==> src/dmc_pkg.sv <==
`default_nettype none

package dmc_pkg;

	typedef enum logic [2:0] {
		ST_IDLE,
		ST_CLEAR,
		ST_PROBE,
		ST_DECIDE,
		ST_POP,
		ST_EMIT
	} state_t;

	typedef enum logic [1:0] {
		PH_IDLE,
		PH_RUN,
		PH_DONE
	} phase_t;

	localparam logic [2:0] EV_BEGIN   = 3'd0;
	localparam logic [2:0] EV_MOVE    = 3'd1;
	localparam logic [2:0] EV_BACK    = 3'd2;
	localparam logic [2:0] EV_FINISH  = 3'd3;
	localparam logic [2:0] EV_IGNORED = 3'd4;

	localparam logic [1:0] WALL_NONE   = 2'd0;
	localparam logic [1:0] WALL_RIGHT  = 2'd1;
	localparam logic [1:0] WALL_BOTTOM = 2'd2;

	localparam logic [1:0] DIR_UP    = 2'd0;
	localparam logic [1:0] DIR_DOWN  = 2'd1;
	localparam logic [1:0] DIR_LEFT  = 2'd2;
	localparam logic [1:0] DIR_RIGHT = 2'd3;

	localparam logic ACT_BEGIN = 1'b0;

	localparam int CfgW = 6;
	localparam logic [CfgW-1:0] CFG_RESET = 6'd16;
	localparam logic [2:0] ADDR_COLS = 3'd0;
	localparam logic [2:0] ADDR_ROWS = 3'd4;

	typedef logic [8:0] dim_t;

	typedef struct packed {
		dim_t cols;
		dim_t rows;
	} dims_t;

	// residue of an 8-bit value by three from its base-4 digit sum
	function automatic logic [1:0] mod3_8(input logic [7:0] v);
		logic [3:0] s;
		s = 4'(v[1:0]) + 4'(v[3:2]) + 4'(v[5:4]) + 4'(v[7:6]);
		case (s) inside
			4'd0, 4'd3, 4'd6, 4'd9, 4'd12: return 2'd0;
			4'd1, 4'd4, 4'd7, 4'd10:       return 2'd1;
			default:                       return 2'd2;
		endcase
	endfunction

	// direction of the k-th free neighbour in up, down, left, right order
	function automatic logic [1:0] pick_dir(input logic [3:0] free, input logic [1:0] k);
		logic [1:0] d;
		logic [2:0] seen;
		d = DIR_UP;
		seen = 3'd0;
		for (int i = 0; i < 4; i++) begin
			if (free[i]) begin
				if (seen == 3'(k)) begin
					d = 2'(i);
				end
				seen = seen + 3'd1;
			end
		end
		return d;
	endfunction

endpackage

`default_nettype wire

==> src/dmc_cfg_regs.sv <==
`default_nettype none

module dmc_cfg_regs #(
	parameter int MAX_COLS = 32,
	parameter int MAX_ROWS = 32
) (
	input  wire logic          clk,
	input  wire logic          arst_n,
	input  wire logic          psel,
	input  wire logic          penable,
	input  wire logic          pwrite,
	input  wire logic [2:0]    paddr,
	input  wire logic [31:0]   pwdata,
	output logic [31:0]        prdata,
	output logic               pready,
	output dmc_pkg::dims_t     dims
);

	localparam dmc_pkg::dim_t MaxColsW = 9'(MAX_COLS);
	localparam dmc_pkg::dim_t MaxRowsW = 9'(MAX_ROWS);

	logic [dmc_pkg::CfgW-1:0] cols_q;
	logic [dmc_pkg::CfgW-1:0] rows_q;
	logic                     wr_en;
	dmc_pkg::dim_t            cols_raw;
	dmc_pkg::dim_t            rows_raw;

	assign pready = 1'b1;
	assign wr_en  = psel & penable & pwrite & pready;

	always_ff @(posedge clk or negedge arst_n) begin
		if (!arst_n) begin
			cols_q <= dmc_pkg::CFG_RESET;
			rows_q <= dmc_pkg::CFG_RESET;
		end else if (wr_en) begin
			if (paddr[2] == dmc_pkg::ADDR_ROWS[2]) begin
				rows_q <= pwdata[dmc_pkg::CfgW-1:0];
			end else begin
				cols_q <= pwdata[dmc_pkg::CfgW-1:0];
			end
		end
	end

	always_comb begin
		if (paddr[2] == dmc_pkg::ADDR_COLS[2]) begin
			prdata = 32'(cols_q);
		end else begin
			prdata = 32'(rows_q);
		end
	end

	// zero acts as one, above the maximum acts as the maximum
	assign cols_raw = 9'(cols_q);
	assign rows_raw = 9'(rows_q);

	always_comb begin
		if (cols_q == '0) begin
			dims.cols = 9'd1;
		end else if (cols_raw > MaxColsW) begin
			dims.cols = MaxColsW;
		end else begin
			dims.cols = cols_raw;
		end
		if (rows_q == '0) begin
			dims.rows = 9'd1;
		end else if (rows_raw > MaxRowsW) begin
			dims.rows = MaxRowsW;
		end else begin
			dims.rows = rows_raw;
		end
	end

endmodule

`default_nettype wire

==> config.mk <==
export PLATFORM = sky130hd
export DESIGN_NAME = dmc_cfg_regs
export DESIGN_NICKNAME = d
export VERILOG_FILES = /design/src/dmc_pkg.sv /design/src/dmc_cfg_regs.sv
export SDC_FILE = /design/constraint.sdc
export NUM_CORES = 1
export LEC_CHECK = 0
export BUFFER_PORTS_ARGS = -buffer_cell sky130_fd_sc_hd__clkbuf_2
export CORE_UTILIZATION = 36
export CTS_BUF_LIST = sky130_fd_sc_hd__clkbuf_8
export CTS_CLUSTER_SIZE = 25
export DETAILED_ROUTE_END_ITERATION = 8
export PLACE_DENSITY = 0.89
export SYNTH_ARGS = -nofsm -noshare
export SYNTH_HDL_FRONTEND = slang
export SYNTH_SLANG_ARGS = --single-unit
==> constraint.sdc <==
create_clock -name clk -period 1.35 [get_ports clk]
set_input_delay 0.135 -clock clk [delete_from_list [all_inputs] [get_ports clk]]
set_output_delay 0.135 -clock clk [all_outputs]
set_load 0.005 [all_outputs]
==> summary.md <==
| Metric | Value |
|---|---|
| Number of I/O pins | `91` |
| VDD IR-drop max | `743 µV` |
| Cell Int Power | `958 µW` |
| Root buffer cell | `clkbuf_8` |
| Sequential area share after synthesis | `0.338` |
| Starting Density | `0.394` |
| Multi-input logic area | `443 µm²` |
| Critical Path Source | `cols_q[3]` |
| Total gr overflow | `0` |
| Synth Instances | `85` |
| Outcome | `complete, but fails checks` |
| DR vias | `~600` |
| Core region area | `2280 µm²` |
| Switching share of power | `0.297` |
| ANT cells | `0` |
| Min-delay src | `pwdata[2]` |
| Initial DRT Pass Iterations | `4` |
| CP required | `1.22 ns` |
| Worst Hold Class | `in2reg` |
| H-tree Lvls | `1` |
| Failing checks | `setup timing` |
| Synth warn | `0` |
| Unique masters post-synth | `15` |
| Leak pwr | `0.553 nW` |
| First-pass GRT wire length | `2.32 mm` |
| Number of global-route vias before repair | `505` |
| Clock-pin slew of the registers on the worst-case setup and hold paths | `around 0.05 ns` |
| Via/cell ratio | `4.23` |
| Startpoint types | `register` |
| Post-route cell area | `1020 µm²` |
| Clock Skew | `0 ns` |
| Syn Area/Cell | `between 10 and 15 µm²` |
| Post-Route WL | `between 1.5 and 2 mm` |
| Final setup vio count | `2` |
| Seq cells post-synth | `12` |
| Worst-path maximum fanout | `2` |
| Initial antenna violation count | `0` |
| Maxcap violations | `0` |
| Die Ht | `51.9 µm` |
| Port bufs | `29` |
| Gate power share | `0.314` |
| Fillcell total | `between 150 and 200` |
| Fin crit period | `approximately 1.6 ns` |
| Power consumption | `1.36 mW` |
| # DRC | `0` |
| Share of cells above drive strength 1 | `0.504` |
| Total CTS buffers | `3` |
| # rows | `17` |
| Pin count of the biggest net entering global routing | `13` |
| Pins Over Slew Limit | `0` |
| CP endpoint kind | `output port` |
| Die Area | `2690 µm²` |
| Net count reported at finish | `158` |
| Seq pwr share | `0.395` |
| Iter 0 DRT Violations | `1` |
| Dpl hpwl | `roughly 1.2 mm` |
| Num Clock Sinks | `12` |
| Highest clock rate | `633 MHz` |
| Final Hold Vio Count | `0` |
| GP Congestion | `around 0.74` |
| Skew-Pair Late Insertion Delay | `0.24 ns` |
| Number of placed cells counting well taps | `139` |
| Synthesized area | `896 µm²` |
| Final core utilization | `0.449` |
| CTS tree | `done` |
| Die width | `a little over 50 µm` |
| Fin crit share | `1.17` |
| Unrepaired setup endpoints after global routing | `true` |
| Power per cell area | `1340 nW/µm²` |
| Seq. cell area | `about 300 µm²` |
| Final ANT Viol Nets | `0` |
| Final Non-Filler Cells | `145` |
| Clk pwr share | `0.291` |
| Psw | `405 µW` |
| CP Class | `reg2out` |
| FF-to-FF Start | `cols_q[5]` |
| CP arrival | `about 1.4 ns` |
| Area grow syn2layout | `14.0%` |
| Post-route setup slack | `-0.229 ns` |
| Clock buffer depth | `2` |
| Global router's overall resource usage | `0.124` |
| DP Area | `941 µm²` |
| DR WL/cell | `10.7 µm` |
[flip-flops by register name (all words and copies together), names as in the netlist]
register,cells
rows_q,6
cols_q,6
[per-stage QoR]
step	TNS (ns)	hold slack (ns)	worst slack, ns
2_1_floorplan	0	-0.161	0.174
3_3_place_gp	0	0.0252	0.0364
3_5_place_dp	0	0.0365	0.0276
4_1_cts	-0.397	0.138	-0.213
5_1_grt	-0.461	0.148	-0.255
6_report	-0.408	0.136	-0.229
[placed cells by master (no fill, tap or decap), types with 2 or more instances in the layout]
cell type | synthesis | routed
buf_4 | 33 | 3
dfrtp_1 | 10 | 10
clkbuf_2 | 0 | 28
nor2b_1 | 8 | 8
conb_1 | 2 | 33
dfstp_2 | 2 | 2
inv_1 | 2 | 2
clkbuf_8 | 0 | 4
mux2_2 | 17 | 17
[power by group through the flow]
stage	sequential [mW]	clock, mW	combinational (mW)
finish	0.539	0.397	0.428
global route	0.548	0.407	0.471
global placement	0.532	0	0.396
detailed placement	0.540	0	0.404
floorplan	0.508	0	0.300
CTS	0.534	0.401	0.426
[synth_stat cells]
cell type,instances,area share
nand4_2,1,0.014
nand2_1,1,0.0042
dfstp_2,2,0.059
buf_4,33,0.28
nor2b_1,8,0.056
inv_1,2,0.0084
o21ai_0,1,0.0056
conb_1,2,0.0084
clkbuf_1,2,0.0084
dfrtp_1,10,0.28
or4_1,2,0.017
buf_6,1,0.013
a21oi_1,2,0.011
nand4b_4,1,0.027
mux2_2,17,0.21
[repair_timing]
item / CTS / global route
pin swaps: 4 / 2
endpoints found under the setup margin: 2 / 2
resized for setup: 1 / 2
setup buffers: 1 / 0
hold endpoints to repair: 10 / 0
hold buffers: 1 / 0
[cell type report]
cell class,instances,area share
repair buffers,33,0.174
inverters,2,0.00735
well taps,28,0.0343
flip-flops and latches,12,0.297
multi-input cells,66,0.434
clock buffers,4,0.0539
[layer usage]
layer | track usage | part of all wire
met5 | 0 | 0
met4 | 0.0946 | 0.024
met3 | 0.0263 | 0.083
met2 | 0.224 | 0.50
met1 | 0.122 | 0.39
[kinds of logic (layout without fill, tap and decap cells)]
logic type      count (synthesis)  after routing  share of synthesized area
compound gates                  3              3                     0.0168
buf+inv                        38             39                      0.306
flops                          12             12                      0.338
mux                            17             17                      0.214
other cells                     2             33                    0.00838
simple gates                   13             13                      0.117
[worst max-delay path: stages, from the launching register on]
cell	delay (ns)
dfrtp_1	0.38
or4_4	0.54
a21oi_2	0.15
clkbuf_2	0.12
[path summary, 6_finish.rpt]
check / end / slack [ns] / depth (start not counted)
min: cols_q[2] / 0.14 / 2
min reg2reg: cols_q[0] / 0.51 / 1
max in group asynchronous: cols_q[4] / 0.75 / 2
max reg2reg: cols_q[5] / 0.44 / 1
max: dims[9] / -0.23 / 3
min in group asynchronous: cols_q[5] / 0.31 / 2
Power figures use the tool's default switching activity.
